$ cat src/hw/rtl/bcr_pkg.sv
// ----------------------------------------------------------------------------
// bcr_pkg: shared types and constants for the bisection cubic root block
// Fixed-point formats, register map, status codes and item payloads.
// ----------------------------------------------------------------------------
package bcr_pkg;

  // Fixed-point formats
  localparam int FRAC_BITS   = 24;  // fraction bits of the evaluation format
  localparam int VALUE_WIDTH = 48;  // saturating evaluation width
  localparam int IN_W        = 32;  // Q8.24 interval ends and roots
  localparam int COEF_W      = 32;  // Q8.24 coefficients
  localparam int TOL_W       = 47;
  localparam int LIMIT_W     = 6;
  localparam int STEPS_W     = 6;

  // Split of the accumulator into two partial products on one multiplier
  localparam int LO_W   = FRAC_BITS;
  localparam int HI_W   = VALUE_WIDTH - FRAC_BITS;
  localparam int MA_W   = ((LO_W > HI_W) ? LO_W : HI_W) + 1;
  localparam int PROD_W = MA_W + IN_W;

  localparam logic signed [VALUE_WIDTH-1:0] VAL_MAX = {1'b0, {(VALUE_WIDTH-1){1'b1}}};
  localparam logic signed [VALUE_WIDTH-1:0] VAL_MIN = {1'b1, {(VALUE_WIDTH-1){1'b0}}};

  // Register port
  localparam int DATA_W  = 64;
  localparam int ADDR_W  = 6;
  localparam int IDX_LSB = 3;
  localparam int IDX_W   = ADDR_W - IDX_LSB;

  typedef enum logic [IDX_W-1:0] {
    REG_COEF_CUBIC    = 3'd0,
    REG_COEF_SQUARE   = 3'd1,
    REG_COEF_LINEAR   = 3'd2,
    REG_COEF_CONSTANT = 3'd3,
    REG_TOLERANCE     = 3'd4,
    REG_ITER_LIMIT    = 3'd5
  } bcr_reg_e;

  localparam logic signed [COEF_W-1:0] RST_COEF_CUBIC    = 32'sd50331648;
  localparam logic signed [COEF_W-1:0] RST_COEF_SQUARE   = -32'sd83886080;
  localparam logic signed [COEF_W-1:0] RST_COEF_LINEAR   = 32'sd50331648;
  localparam logic signed [COEF_W-1:0] RST_COEF_CONSTANT = -32'sd100663296;
  localparam logic [TOL_W-1:0]         RST_TOLERANCE     = 47'd168;
  localparam logic [LIMIT_W-1:0]       RST_ITER_LIMIT    = 6'd63;

  typedef enum logic [1:0] {
    STATUS_CONVERGED = 2'd0,
    STATUS_NO_CHANGE = 2'd1,
    STATUS_LIMIT     = 2'd2
  } bcr_status_e;

  typedef struct packed {
    logic signed [COEF_W-1:0] coef_cubic;
    logic signed [COEF_W-1:0] coef_square;
    logic signed [COEF_W-1:0] coef_linear;
    logic signed [COEF_W-1:0] coef_constant;
    logic [TOL_W-1:0]         tolerance;
    logic [LIMIT_W-1:0]       iteration_limit;
  } bcr_cfg_t;

  typedef struct packed {
    logic signed [IN_W-1:0] left_end;
    logic signed [IN_W-1:0] right_end;
  } bcr_in_t;

  typedef struct packed {
    logic signed [IN_W-1:0]        root;
    logic signed [VALUE_WIDTH-1:0] residual;
    logic [STEPS_W-1:0]            steps_taken;
    bcr_status_e                   status;
  } bcr_out_t;

endpackage

$ cat src/hw/rtl/bcr_cfg.sv
// ----------------------------------------------------------------------------
// bcr_cfg: configuration registers
// APB-style register file for the coefficients, tolerance and step limit.
// ----------------------------------------------------------------------------
module bcr_cfg (
  input  logic                         clk_i,
  input  logic                         rst_ni,
  input  logic                         psel,
  input  logic                         penable,
  input  logic                         pwrite,
  input  logic [bcr_pkg::ADDR_W-1:0]   paddr,
  input  logic [bcr_pkg::DATA_W-1:0]   pwdata,
  output logic [bcr_pkg::DATA_W-1:0]   prdata,
  output logic                         pready,
  output bcr_pkg::bcr_cfg_t            cfg_o
);

  bcr_pkg::bcr_cfg_t cfg_q;
  bcr_pkg::bcr_reg_e idx;
  logic              wr_en;

  assign pready = 1'b1;
  assign idx    = bcr_pkg::bcr_reg_e'(paddr[bcr_pkg::ADDR_W-1:bcr_pkg::IDX_LSB]);
  assign wr_en  = psel & penable & pwrite;
  assign cfg_o  = cfg_q;

  always_ff @(posedge clk_i or negedge rst_ni) begin
    if (!rst_ni) begin
      cfg_q.coef_cubic      <= bcr_pkg::RST_COEF_CUBIC;
      cfg_q.coef_square     <= bcr_pkg::RST_COEF_SQUARE;
      cfg_q.coef_linear     <= bcr_pkg::RST_COEF_LINEAR;
      cfg_q.coef_constant   <= bcr_pkg::RST_COEF_CONSTANT;
      cfg_q.tolerance       <= bcr_pkg::RST_TOLERANCE;
      cfg_q.iteration_limit <= bcr_pkg::RST_ITER_LIMIT;
    end else if (wr_en) begin
      unique case (idx)
        bcr_pkg::REG_COEF_CUBIC:    cfg_q.coef_cubic    <= pwdata[bcr_pkg::COEF_W-1:0];
        bcr_pkg::REG_COEF_SQUARE:   cfg_q.coef_square   <= pwdata[bcr_pkg::COEF_W-1:0];
        bcr_pkg::REG_COEF_LINEAR:   cfg_q.coef_linear   <= pwdata[bcr_pkg::COEF_W-1:0];
        bcr_pkg::REG_COEF_CONSTANT: cfg_q.coef_constant <= pwdata[bcr_pkg::COEF_W-1:0];
        bcr_pkg::REG_TOLERANCE:     cfg_q.tolerance     <= pwdata[bcr_pkg::TOL_W-1:0];
        bcr_pkg::REG_ITER_LIMIT:    cfg_q.iteration_limit <= pwdata[bcr_pkg::LIMIT_W-1:0];
        default: ;  // unmapped: ignored
      endcase
    end
  end

  always_comb begin
    unique case (idx)
      bcr_pkg::REG_COEF_CUBIC:    prdata = bcr_pkg::DATA_W'($unsigned(cfg_q.coef_cubic));
      bcr_pkg::REG_COEF_SQUARE:   prdata = bcr_pkg::DATA_W'($unsigned(cfg_q.coef_square));
      bcr_pkg::REG_COEF_LINEAR:   prdata = bcr_pkg::DATA_W'($unsigned(cfg_q.coef_linear));
      bcr_pkg::REG_COEF_CONSTANT: prdata = bcr_pkg::DATA_W'($unsigned(cfg_q.coef_constant));
      bcr_pkg::REG_TOLERANCE:     prdata = bcr_pkg::DATA_W'(cfg_q.tolerance);
      bcr_pkg::REG_ITER_LIMIT:    prdata = bcr_pkg::DATA_W'(cfg_q.iteration_limit);
      default:                    prdata = '0;
    endcase
  end

endmodule

$ cat src/hw/rtl/bcr_horner.sv
// ----------------------------------------------------------------------------
// bcr_horner: iterative cubic evaluator
// Horner's rule on one shared signed multiplier, with saturation.
// ----------------------------------------------------------------------------
module bcr_horner (
  input  logic                                      clk_i,
  input  logic                                      rst_ni,
  input  logic                                      start_i,
  input  logic signed [bcr_pkg::IN_W-1:0]           x_i,
  input  bcr_pkg::bcr_cfg_t                         cfg_i,
  output logic                                      done_o,
  output logic signed [bcr_pkg::VALUE_WIDTH-1:0]    value_o
);

  localparam int VW = bcr_pkg::VALUE_WIDTH;
  localparam int F  = bcr_pkg::FRAC_BITS;
  localparam int PW = bcr_pkg::PROD_W;

  typedef enum logic [4:0] {
    H_IDLE    = 5'b00001,
    H_MUL_LO  = 5'b00010,
    H_MUL_HI  = 5'b00100,
    H_COMBINE = 5'b01000,
    H_ADD     = 5'b10000
  } h_state_e;

  h_state_e state_q, state_d;
  logic [1:0] term_q, term_d;
  logic       done_q, done_d;

  logic signed [bcr_pkg::IN_W-1:0] x_q;
  logic signed [VW-1:0]            acc_q;
  logic signed [PW-1:0]            p_lo_q, p_hi_q;

  logic signed [bcr_pkg::MA_W-1:0] op_a;
  logic signed [PW-1:0]            prod;
  logic signed [PW:0]              qf;
  logic                            rnd_up;
  logic signed [VW-1:0]            trunc_sat;
  logic signed [bcr_pkg::COEF_W-1:0] coef;
  logic signed [VW:0]              sum;
  logic signed [VW-1:0]            sum_sat;

  // Shared multiplier: low half is unsigned, high half carries the sign
  always_comb begin
    if (state_q == H_MUL_HI) begin
      op_a = bcr_pkg::MA_W'($signed(acc_q[VW-1:F]));
    end else begin
      op_a = bcr_pkg::MA_W'($unsigned(acc_q[F-1:0]));
    end
    prod = PW'(op_a) * PW'(x_q);
  end

  // floor(acc*x / 2^F) plus one when the product is negative and inexact
  always_comb begin
    rnd_up = (acc_q[VW-1] ^ x_q[bcr_pkg::IN_W-1]) & (|p_lo_q[F-1:0]);
    qf     = (PW+1)'(p_hi_q) + (PW+1)'(p_lo_q >>> F) + (PW+1)'(rnd_up);
    if (qf > (PW+1)'(bcr_pkg::VAL_MAX)) begin
      trunc_sat = bcr_pkg::VAL_MAX;
    end else if (qf < (PW+1)'(bcr_pkg::VAL_MIN)) begin
      trunc_sat = bcr_pkg::VAL_MIN;
    end else begin
      trunc_sat = qf[VW-1:0];
    end
  end

  always_comb begin
    case (term_q)
      2'd0:    coef = cfg_i.coef_square;
      2'd1:    coef = cfg_i.coef_linear;
      default: coef = cfg_i.coef_constant;
    endcase
    sum = (VW+1)'(acc_q) + (VW+1)'(coef);
    if (sum > (VW+1)'(bcr_pkg::VAL_MAX)) begin
      sum_sat = bcr_pkg::VAL_MAX;
    end else if (sum < (VW+1)'(bcr_pkg::VAL_MIN)) begin
      sum_sat = bcr_pkg::VAL_MIN;
    end else begin
      sum_sat = sum[VW-1:0];
    end
  end

  always_comb begin
    state_d = state_q;
    term_d  = term_q;
    done_d  = 1'b0;
    unique case (state_q)
      H_IDLE: begin
        if (start_i) begin
          state_d = H_MUL_LO;
          term_d  = 2'd0;
        end
      end
      H_MUL_LO:  state_d = H_MUL_HI;
      H_MUL_HI:  state_d = H_COMBINE;
      H_COMBINE: state_d = H_ADD;
      H_ADD: begin
        if (term_q == 2'd2) begin
          state_d = H_IDLE;
          done_d  = 1'b1;
        end else begin
          state_d = H_MUL_LO;
          term_d  = term_q + 2'd1;
        end
      end
      default: state_d = H_IDLE;
    endcase
  end

  always_ff @(posedge clk_i or negedge rst_ni) begin
    if (!rst_ni) begin
      state_q <= H_IDLE;
      term_q  <= 2'd0;
      done_q  <= 1'b0;
    end else begin
      state_q <= state_d;
      term_q  <= term_d;
      done_q  <= done_d;
    end
  end

  always_ff @(posedge clk_i) begin
    unique case (state_q)
      H_IDLE: begin
        if (start_i) begin
          x_q   <= x_i;
          acc_q <= VW'(cfg_i.coef_cubic);
        end
      end
      H_MUL_LO:  p_lo_q <= prod;
      H_MUL_HI:  p_hi_q <= prod;
      H_COMBINE: acc_q  <= trunc_sat;
      H_ADD:     acc_q  <= sum_sat;
      default: ;
    endcase
  end

  assign done_o  = done_q;
  assign value_o = acc_q;

endmodule

$ cat src/hw/rtl/bisection_cubic_root.sv
// ----------------------------------------------------------------------------
// bisection_cubic_root: bisection root finder for a programmable cubic
// Bisects a Q8.24 interval on f(x) = c3 x^3 + c2 x^2 + c1 x + c0.
// ----------------------------------------------------------------------------
// An item carries the interval ends [left_end, right_end] in signed Q8.24 and
// yields exactly one result item: the last midpoint, f at that midpoint in
// saturated Q24.24 (both zero when there is no sign change), the step count
// and a status (converged, no sign change, step limit). Every evaluation of
// f runs Horner's rule on a single shared 25x32 signed multiplier: each of
// the three terms takes two partial products, a combine/truncate step and a
// saturating add. An item takes two end-point evaluations, then a midpoint
// update and one evaluation per bisection step; an interval without a sign
// change finishes after the two end-point evaluations. in_stall_o is high
// while an item is in work. The result sits in an output register, so the
// next item is taken while a result is still waiting on out_stall_i.
// Registers (64-bit APB, byte address 8*index) must only be written while
// the block is idle.
// ----------------------------------------------------------------------------
module bisection_cubic_root (
  input  logic                         clk_i,
  input  logic                         rst_ni,
  // input items
  input  logic                         in_valid_i,
  output logic                         in_stall_o,
  input  bcr_pkg::bcr_in_t             in_data_i,
  // result items
  output logic                         out_valid_o,
  input  logic                         out_stall_i,
  output bcr_pkg::bcr_out_t            out_data_o,
  // configuration
  input  logic                         psel,
  input  logic                         penable,
  input  logic                         pwrite,
  input  logic [bcr_pkg::ADDR_W-1:0]   paddr,
  input  logic [bcr_pkg::DATA_W-1:0]   pwdata,
  output logic [bcr_pkg::DATA_W-1:0]   prdata,
  output logic                         pready
);

  localparam int VW = bcr_pkg::VALUE_WIDTH;
  localparam int XW = bcr_pkg::IN_W;
  localparam int SW = bcr_pkg::STEPS_W;

  typedef enum logic [6:0] {
    ST_IDLE   = 7'b0000001,
    ST_EVAL_A = 7'b0000010,
    ST_EVAL_B = 7'b0000100,
    ST_MID    = 7'b0001000,
    ST_EVAL_C = 7'b0010000,
    ST_OUT    = 7'b0100000,
    ST_SPARE  = 7'b1000000   // never entered
  } state_e;

  state_e state_q, state_d;

  bcr_pkg::bcr_cfg_t cfg;

  // evaluator handshake
  logic                    h_start;
  logic signed [XW-1:0]    h_x;
  logic                    h_done;
  logic signed [VW-1:0]    h_val;

  // working registers
  logic signed [XW-1:0]    a_q, b_q, c_q;
  logic signed [VW-1:0]    fa_q, fc_q;
  logic [SW-1:0]           steps_q;
  bcr_pkg::bcr_status_e    status_q;

  logic                    out_valid_q;
  bcr_pkg::bcr_out_t       out_q;

  logic                    in_acc;
  logic                    out_load;
  logic signed [XW:0]      mid_sum;
  logic signed [XW-1:0]    mid;
  logic                    opp_ab, opp_ac;
  logic [VW-1:0]           fc_mag;
  logic                    conv;
  logic [SW:0]             steps_nx;
  logic                    at_limit;

  bcr_cfg u_cfg (
    .clk_i   (clk_i),
    .rst_ni  (rst_ni),
    .psel    (psel),
    .penable (penable),
    .pwrite  (pwrite),
    .paddr   (paddr),
    .pwdata  (pwdata),
    .prdata  (prdata),
    .pready  (pready),
    .cfg_o   (cfg)
  );

  bcr_horner u_horner (
    .clk_i   (clk_i),
    .rst_ni  (rst_ni),
    .start_i (h_start),
    .x_i     (h_x),
    .cfg_i   (cfg),
    .done_o  (h_done),
    .value_o (h_val)
  );

  assign in_stall_o = (state_q != ST_IDLE);
  assign in_acc     = in_valid_i & ~in_stall_o;

  // midpoint: arithmetic shift of the 33-bit sum
  assign mid_sum = (XW+1)'(a_q) + (XW+1)'(b_q);
  assign mid     = mid_sum[XW:1];

  // strictly opposite signs; zero matches neither side
  assign opp_ab = (fa_q[VW-1] & ~h_val[VW-1] & (|h_val)) |
                  (~fa_q[VW-1] & (|fa_q) & h_val[VW-1]);
  assign opp_ac = opp_ab;  // same test, fa against the midpoint value

  assign fc_mag   = h_val[VW-1] ? (~h_val + VW'(1)) : h_val;
  assign conv     = fc_mag < VW'(cfg.tolerance);
  assign steps_nx = (SW+1)'(steps_q) + (SW+1)'(1);
  // a zero limit still allows one step, since steps_nx is at least one
  assign at_limit = steps_nx >= (SW+1)'(cfg.iteration_limit);

  assign out_load = (state_q == ST_OUT) & (~out_valid_q | ~out_stall_i);

  // evaluator start and operand
  always_comb begin
    h_start = 1'b0;
    h_x     = in_data_i.left_end;
    unique case (state_q)
      ST_IDLE: h_start = in_acc;
      ST_EVAL_A: begin
        h_start = h_done;
        h_x     = b_q;
      end
      ST_MID: begin
        h_start = 1'b1;
        h_x     = mid;
      end
      default: ;
    endcase
  end

  always_comb begin
    state_d = state_q;
    unique case (state_q)
      ST_IDLE:   if (in_acc) state_d = ST_EVAL_A;
      ST_EVAL_A: if (h_done) state_d = ST_EVAL_B;
      ST_EVAL_B: if (h_done) state_d = opp_ab ? ST_MID : ST_OUT;
      ST_MID:    state_d = ST_EVAL_C;
      ST_EVAL_C: if (h_done) state_d = (conv | at_limit) ? ST_OUT : ST_MID;
      ST_OUT:    if (out_load) state_d = ST_IDLE;
      default:   state_d = ST_IDLE;
    endcase
  end

  always_ff @(posedge clk_i or negedge rst_ni) begin
    if (!rst_ni) begin
      state_q     <= ST_IDLE;
      out_valid_q <= 1'b0;
    end else begin
      state_q <= state_d;
      if (out_load) begin
        out_valid_q <= 1'b1;
      end else if (~out_stall_i) begin
        out_valid_q <= 1'b0;
      end
    end
  end

  // datapath registers
  always_ff @(posedge clk_i) begin
    unique case (state_q)
      ST_IDLE: begin
        if (in_acc) begin
          a_q     <= in_data_i.left_end;
          b_q     <= in_data_i.right_end;
          steps_q <= '0;
        end
      end
      ST_EVAL_A: begin
        if (h_done) fa_q <= h_val;
      end
      ST_EVAL_B: begin
        if (h_done && !opp_ab) begin
          c_q      <= '0;
          fc_q     <= '0;
          status_q <= bcr_pkg::STATUS_NO_CHANGE;
        end
      end
      ST_MID: c_q <= mid;
      ST_EVAL_C: begin
        if (h_done) begin
          fc_q    <= h_val;
          steps_q <= steps_nx[SW-1:0];
          if (opp_ac) begin
            b_q <= c_q;
          end else begin
            a_q  <= c_q;
            fa_q <= h_val;
          end
          status_q <= conv ? bcr_pkg::STATUS_CONVERGED : bcr_pkg::STATUS_LIMIT;
        end
      end
      default: ;
    endcase
    if (out_load) begin
      out_q.root        <= c_q;
      out_q.residual    <= fc_q;
      out_q.steps_taken <= steps_q;
      out_q.status      <= status_q;
    end
  end

  assign out_valid_o = out_valid_q;
  assign out_data_o  = out_q;

endmodule

$ cat config.mk
export PLATFORM = sky130hd
export DESIGN_NAME = bisection_cubic_root
export DESIGN_NICKNAME = d
export VERILOG_FILES = /design/src/hw/rtl/bcr_pkg.sv /design/src/hw/rtl/bcr_cfg.sv /design/src/hw/rtl/bcr_horner.sv /design/src/hw/rtl/bisection_cubic_root.sv
export SDC_FILE = /design/constraint.sdc
export NUM_CORES = 2
export LEC_CHECK = 0
export BUFFER_PORTS_ARGS = -buffer_cell sky130_fd_sc_hd__clkbuf_2
export CELL_PAD_IN_SITES_DETAIL_PLACEMENT = 0
export CELL_PAD_IN_SITES_GLOBAL_PLACEMENT = 1
export CORE_MARGIN = 2
export CORE_UTILIZATION = 46
export CTS_CLUSTER_SIZE = 25
export DETAILED_ROUTE_END_ITERATION = 8
export GPL_TIMING_DRIVEN = 0
export PLACE_DENSITY_LB_ADDON = 0.08
export SYNTH_ARGS = -nofsm -noshare
export SYNTH_HDL_FRONTEND = slang
export SYNTH_SLANG_ARGS = --single-unit
$ cat constraint.sdc
create_clock -name clk_i -period 9.92 [get_ports clk_i]
set_input_delay 0.992 -clock clk_i [delete_from_list [all_inputs] [get_ports clk_i]]
set_output_delay 0.992 -clock clk_i [all_outputs]
set_load 0.005 [all_outputs]
# Yosys cells after proc, flatten, opt, wreduce, memory -nomap -nowiden
# Index checks and enable logic that the tools add are counted.
# word_totals
register_bits	679
latchBits	0
ramBits	0
rom_bits	0
in_bits	141
output_inout_bits	155
elab_cells	171
mem_count	0
# classes
add_sub_neg	7
multipliers	1
n_div	0
n_lt_le_gt_ge	6
eq_ne	30
n_shift	0
n_mux	53
bitwise	19
reduce_logical	29
# op_table
op	count
48-bit 2-to-1 mux	10
32-bit one-hot mux with 2 select lines	5
47-bit one-hot mux with 6 select lines	1
32-bit 2-to-1 mux	7
48-bit one-hot mux with 2 select lines	2
48-bit one-hot mux with 3 select lines	1
48-bit OR reduction	2
57-bit by 33-bit adder with 58-bit output	1
58-bit by 1-bit adder with 58-bit output	1
58-bit by 48-bit greater-than comparator with 1-bit output (second input constant)	1
58-bit by 48-bit less-than comparator with 1-bit output (second input constant)	1
25-bit by 32-bit multiplier with 57-bit output	1
48-bit by 32-bit adder with 49-bit output	1
49-bit by 48-bit greater-than comparator with 1-bit output (second input constant)	1
49-bit by 48-bit less-than comparator with 1-bit output (second input constant)	1
48-bit by 2-bit adder with 48-bit output (second input constant)	1
48-bit by 47-bit less-than comparator with 1-bit output	1
48-bit inverter	1
7-bit one-hot mux with 6 select lines	1
7-bit 2-to-1 mux	5
32-bit by 32-bit adder with 33-bit output	1
25-bit 2-to-1 mux	1
5-bit one-hot mux with 5 select lines	1
6-bit 2-to-1 mux	4
43 further kinds	93

# Depth between registers and ports, before layout
# depth
word_depth	8
depth_mapped	36

# Hierarchy
# From an unflattened synthesis, not the netlist that was laid out.
# unflattened
cells_unflattened	6411
area_unflattened_um2	65945.7
# modules_own_cells
module	n_inst	cells_each	area_per_inst_um2
bcr_horner	1	4524	42522.0
bisection_cubic_root	1	1265	14900.5
bcr_cfg	1	622	8523.2

# Worst setup path before layout
# No wires, ideal clock.
# synth_path
kind	reg2reg
start	register u_horner.state_q[4]
end	register u_horner.p_hi_q[55], data pin
setup_ns	0.269
arrival_time_ns	10.258
required_ns	9.651
path_slack_ns	-0.607
path_stages_with_launch	34
n_path_buf	3
period_less_slack_ns	10.527
cell_sequence	dfrtp_1 -> or3_1 -> or3b_2 -> clkbuf_1 -> clkinv_1 -> buf_1 -> nand2_1 -> nand2_1 -> clkbuf_1 -> and2_1 -> fa_1 -> fa_1 -> inv_1 -> fa_1 -> inv_1 -> fa_1 -> fa_1 -> fa_1 -> inv_1 -> fa_1 -> inv_1 -> ha_1 -> a21oi_1 -> o21bai_1 -> a21o_1 -> a21o_1 -> a21oi_1 -> o21ai_0 -> o2111ai_1 -> a41oi_1 -> a21o_1 -> a21oi_1 -> o21ai_0 -> xor2_1
# synth_via
elab_chain_len	3
# synth_lines
item	line_no	source
start, declared	bcr_horner.sv:27	h_state_e state_q, state_d;
start signal, assigned	bcr_horner.sv:116	state_q <= state_d;
5-bit by 3-bit == test with 1-bit output	bcr_horner.sv:46	if (state_q == H_MUL_HI) begin
25-bit 2-to-1 mux	bcr_horner.sv:46	
25-bit by 32-bit multiplier with 57-bit output	bcr_horner.sv:51	prod = PW'(op_a) * PW'(x_q);
named net u_horner.prod[55]	bcr_horner.sv:36	logic signed [PW-1:0] prod;
end signal, assigned	bcr_horner.sv:131	H_MUL_HI: p_hi_q <= prod;
end, declared	bcr_horner.sv:33	logic signed [PW-1:0] p_lo_q, p_hi_q;
# The timed path passes the listed nets, and every way through them passes these cells.
# A chain may end at the register's enable or synchronous reset.

# Worst setup path in the final report
# layout_path
start	register u_horner.state_q[4]
end	register u_horner.p_lo_q[52], data pin
# layout_via
elab_chain_len	3
# layout_lines
item	line_no	source
5-bit by 3-bit == test with 1-bit output	bcr_horner.sv:46	
25-bit 2-to-1 mux	bcr_horner.sv:46	
25-bit by 32-bit multiplier with 57-bit output	bcr_horner.sv:51	
named net u_horner.prod[52]	bcr_horner.sv:36	
end signal, assigned	bcr_horner.sv:130	H_MUL_LO: p_lo_q <= prod;
end, declared	bcr_horner.sv:33	
# The timed path passes the listed nets, and every way through them passes these cells.

==> results_dict.tcl <==
set metrics [dict create \
    maxCapViolCount 0 \
    floorplan.die.width_um 379 \
    max_freq_mhz 104 \
    cts_hold_buffers 0 \
    slew_violations 0 \
    synth_area_um2 64600 \
    synth_cells 6377 \
    synthesis.area_per_instance_um2 10.1 \
    post-synth-top-area-cell "sky130_fd_sc_hd__fa_1" \
    fp-row-count 137 \
    clk-insertion-delay-late_ps 690 \
    core_area_um2 140000 \
    hold_path_class "primary input to asynchronous set/reset pin" \
    synth_top_flop_cell "sky130_fd_sc_hd__edfxtp_1" \
    global_route.usage.total 0.320 \
    dpl.hpwl_um 186000 \
    drt_pre_antenna_iters 6 \
    chipHeight_um 379 \
    area.sequential_um2 19400 \
    first_global_vias 50100 \
    synth_edf_count 482 \
    detail_route.wl_per_cell_um 26.2 \
    maximum_number_of_pins_on_one_net_before_global_route_repair 107 \
    post_route_cells_drive_above_1_share 0.113 \
    clk_pin_slew_ps 60 \
    worstSetupPathType "flop to flop" \
    critPathMostFrequentCell "sky130_fd_sc_hd__fa_1" \
    critPathTopFamily "adder cells" \
    initialDrtViolationCount 3953 \
    synth-seq-area-share 0.300 \
    post_layout_minimum_cycle_time_ps 9650 \
    min_period_over_period 0.972 \
    synth_async_sr_flop_share 0.289 \
    fin_hold_ws_ps 377 \
    design.final.nets 8071 \
    number_of_vias_after_detailed_routing 48500 \
    buffer_ports.inserted 256 \
    root_buffer "sky130_fd_sc_hd__clkbuf_16" \
    critical_path.slowest_cell "sky130_fd_sc_hd__fa_1" \
    wire_length_of_the_first_global_routing_pass_um 334000 \
    drt-vias-per-instance 5.58 \
    synth_top_cell_area_share 0.255 \
    max_slew.worst_pin.slew_ps 1300 \
    number_of_antenna_violations_at_the_first_check_in_global_routing 8 \
    leading_cell_types_in_the_layout_fill_and_taps_excluded "906 x sky130_fd_sc_hd__inv_1, 876 x sky130_fd_sc_hd__nand2_1, 813 x sky130_fd_sc_hd__fa_1" \
    cts_tree "done" \
    cts_made_buffers 77 \
    timing.critical_path.buf_inv 11 \
    grt-ovfl-total 0 \
    drt-total-wl_um 228000 \
    io-pin-count 296 \
    arrival_ps 10110 \
    timing.max_slew.rel_slack 0.126 \
    setup_viol 0 \
    outcome "finished clean" \
    clockBufferDepth 3 \
    floorplan.die_area_um2 143000 \
    ys_ff_latch 678 \
    final.setup_skew_ps 73.0 \
    clock-sinks 678 \
    effective_utilization_at_floorplan 0.463 \
    yosys_warnings 0 \
    post_synth_num_cell_types 83 \
    setup.worst_path.start_class "flop" \
    drc 0 \
    antenna_left 0 \
    finalHoldViolCount 0 \
    netlist_top_cells_area "sky130_fd_sc_hd__fa_1 26%, sky130_fd_sc_hd__edfxtp_1 22%, sky130_fd_sc_hd__ha_1 6.7%" \
    crit_path_max_fanout 10 \
    areaGrowthSynthToFinish_pct 11.7 \
    critical_path.endpoint_type "flop" \
    nFillCells 13100 \
    cp_slowest_stage_delay_ps 580 \
    place_congestion 0.975 \
    mostFrequentLayoutCell "sky130_fd_sc_hd__inv_1" \
    cp_data_required_time_ps 10380 \
    cts.htree.levels 3 \
    multi_input_area_um2 41000 \
]
[cell usage after synthesis (all sizes together), types with 29 or more instances]
master and n:
and2 260, nor2 220, edfxtp 482, nor2b 237
mux2 132, fa 823, a21oi 241, a21o 127
o21ai 189, nand2 895, o22ai 29, xor2 68
a221o 32, nor3 39, nand3 51, clkbuf 286
mux2i 55, nor4 29, xnor2 167, nand2b 45
o21bai 32, buf 38, a22oi 58, ha 347
dfrtp 168, nand4 51, inv 907
[state kept, by name (all words and copies together), names as in the netlist]
| register | cells |
|---|---|
| out_data_o | 88 |
| u_cfg.cfg_o | 181 |
| b_q | 32 |
| u_horner.x_q | 32 |
| u_horner.term_q | 2 |
| status_q | 2 |
| a_q | 32 |
| u_horner.done_o | 1 |
| u_horner.state_q | 5 |
| u_horner.p_lo_q | 57 |
| out_valid_o | 1 |
| state_q | 6 |
| steps_q | 6 |
| c_q | 32 |
| fc_q | 48 |
| u_horner.value_o | 48 |
| u_horner.p_hi_q | 57 |
| fa_q | 48 |
[area by class of cell]
class	count	share of cell area
Clock buffer	100	0.0289
Tap cell	1876	0.0325
Multi-Input combinational cell	4483	0.568
Timing Repair Buffer	292	0.0246
Antenna cell	2	0.0000694
Buffer	320	0.0217
Inverter	908	0.0474
Sequential cell	678	0.269
Clock inverter	41	0.00779
[worst reg2reg max path: cells and delay by family (launching register included)]
family	cells	cell delay (ps)
AOI/OAI and AO/OA	8	1920
xor gates and xnor gates	1	310
adders and majority gates	8	4040
buffers and inverters	11	1360
DFF	1	440
muxes	1	270
and+or+nand+nor	4	1070
[worst paths after layout]
kind / start / to / slack, ps / cells past startpoint
setup / recovery: u_horner.state_q[4] / u_horner.p_lo_q[52] / 270 / 33
hold / removal: rst_ni / u_cfg.cfg_o[143] / 380 / 1
setup reg to reg: u_horner.state_q[4] / u_horner.p_lo_q[52] / 270 / 33
hold reg to reg: fc_q[14] / out_data_o[22] / 410 / 0
max in group asynchronous: rst_ni / u_horner.state_q[2] / 8440 / 2
min in group clk_i: fc_q[14] / out_data_o[22] / 410 / 0
[kinds of logic after synthesis]
kind of cell | after synthesis | share of synthesized area
AO/OA/AOI/OAI | 950 | 0.0977
flip-flops | 678 | 0.300
multiplexers | 189 | 0.0322
adder cells (fa/ha/maj) | 1170 | 0.322
other | 2 | 0.000116
XOR/XNOR | 235 | 0.0319
buffers and inverters | 1232 | 0.0728
AND/OR/NAND/NOR | 1921 | 0.143
[repair_timing]
| item | in CTS | in global routing |
|---|---|---|
| endpoints found under the setup margin | 74 | 16 |
| gates resized for setup | 178 | 49 |
| pin swaps | 5 | 10 |
| cloned | 1 | 0 |
| setup buffers | 14 | 5 |
[per-stage QoR]
step	TNS [ps]	cells	setup WS [ps]	utilization	area (µm²)
global placement	-98180	8525	-2640	0.489	68300
floorplan	0	6393	229	-	64700
detailed placement	-70490	8541	-2170	0.492	68700
CTS	0	8695	112	0.516	72000
finish	0	8700	274	0.517	72200
global route	-87.3	8698	-27.7	0.517	72200
[per-layer routing]
layer	global-route usage	routed length, µm	vias to the layer above	share of wire
met4	0.120	9730	2	0.043
met5	0	18	-	0.000079
met2	0.534	108000	1746	0.48
met1	0.418	94100	24700	0.41
met3	0.0562	15800	421	0.069
li1	-	-	21700	-
Power is left out: the tool's default activity adds up to more than one toggle a clock period on the data nets, which glitch-free logic cannot reach.
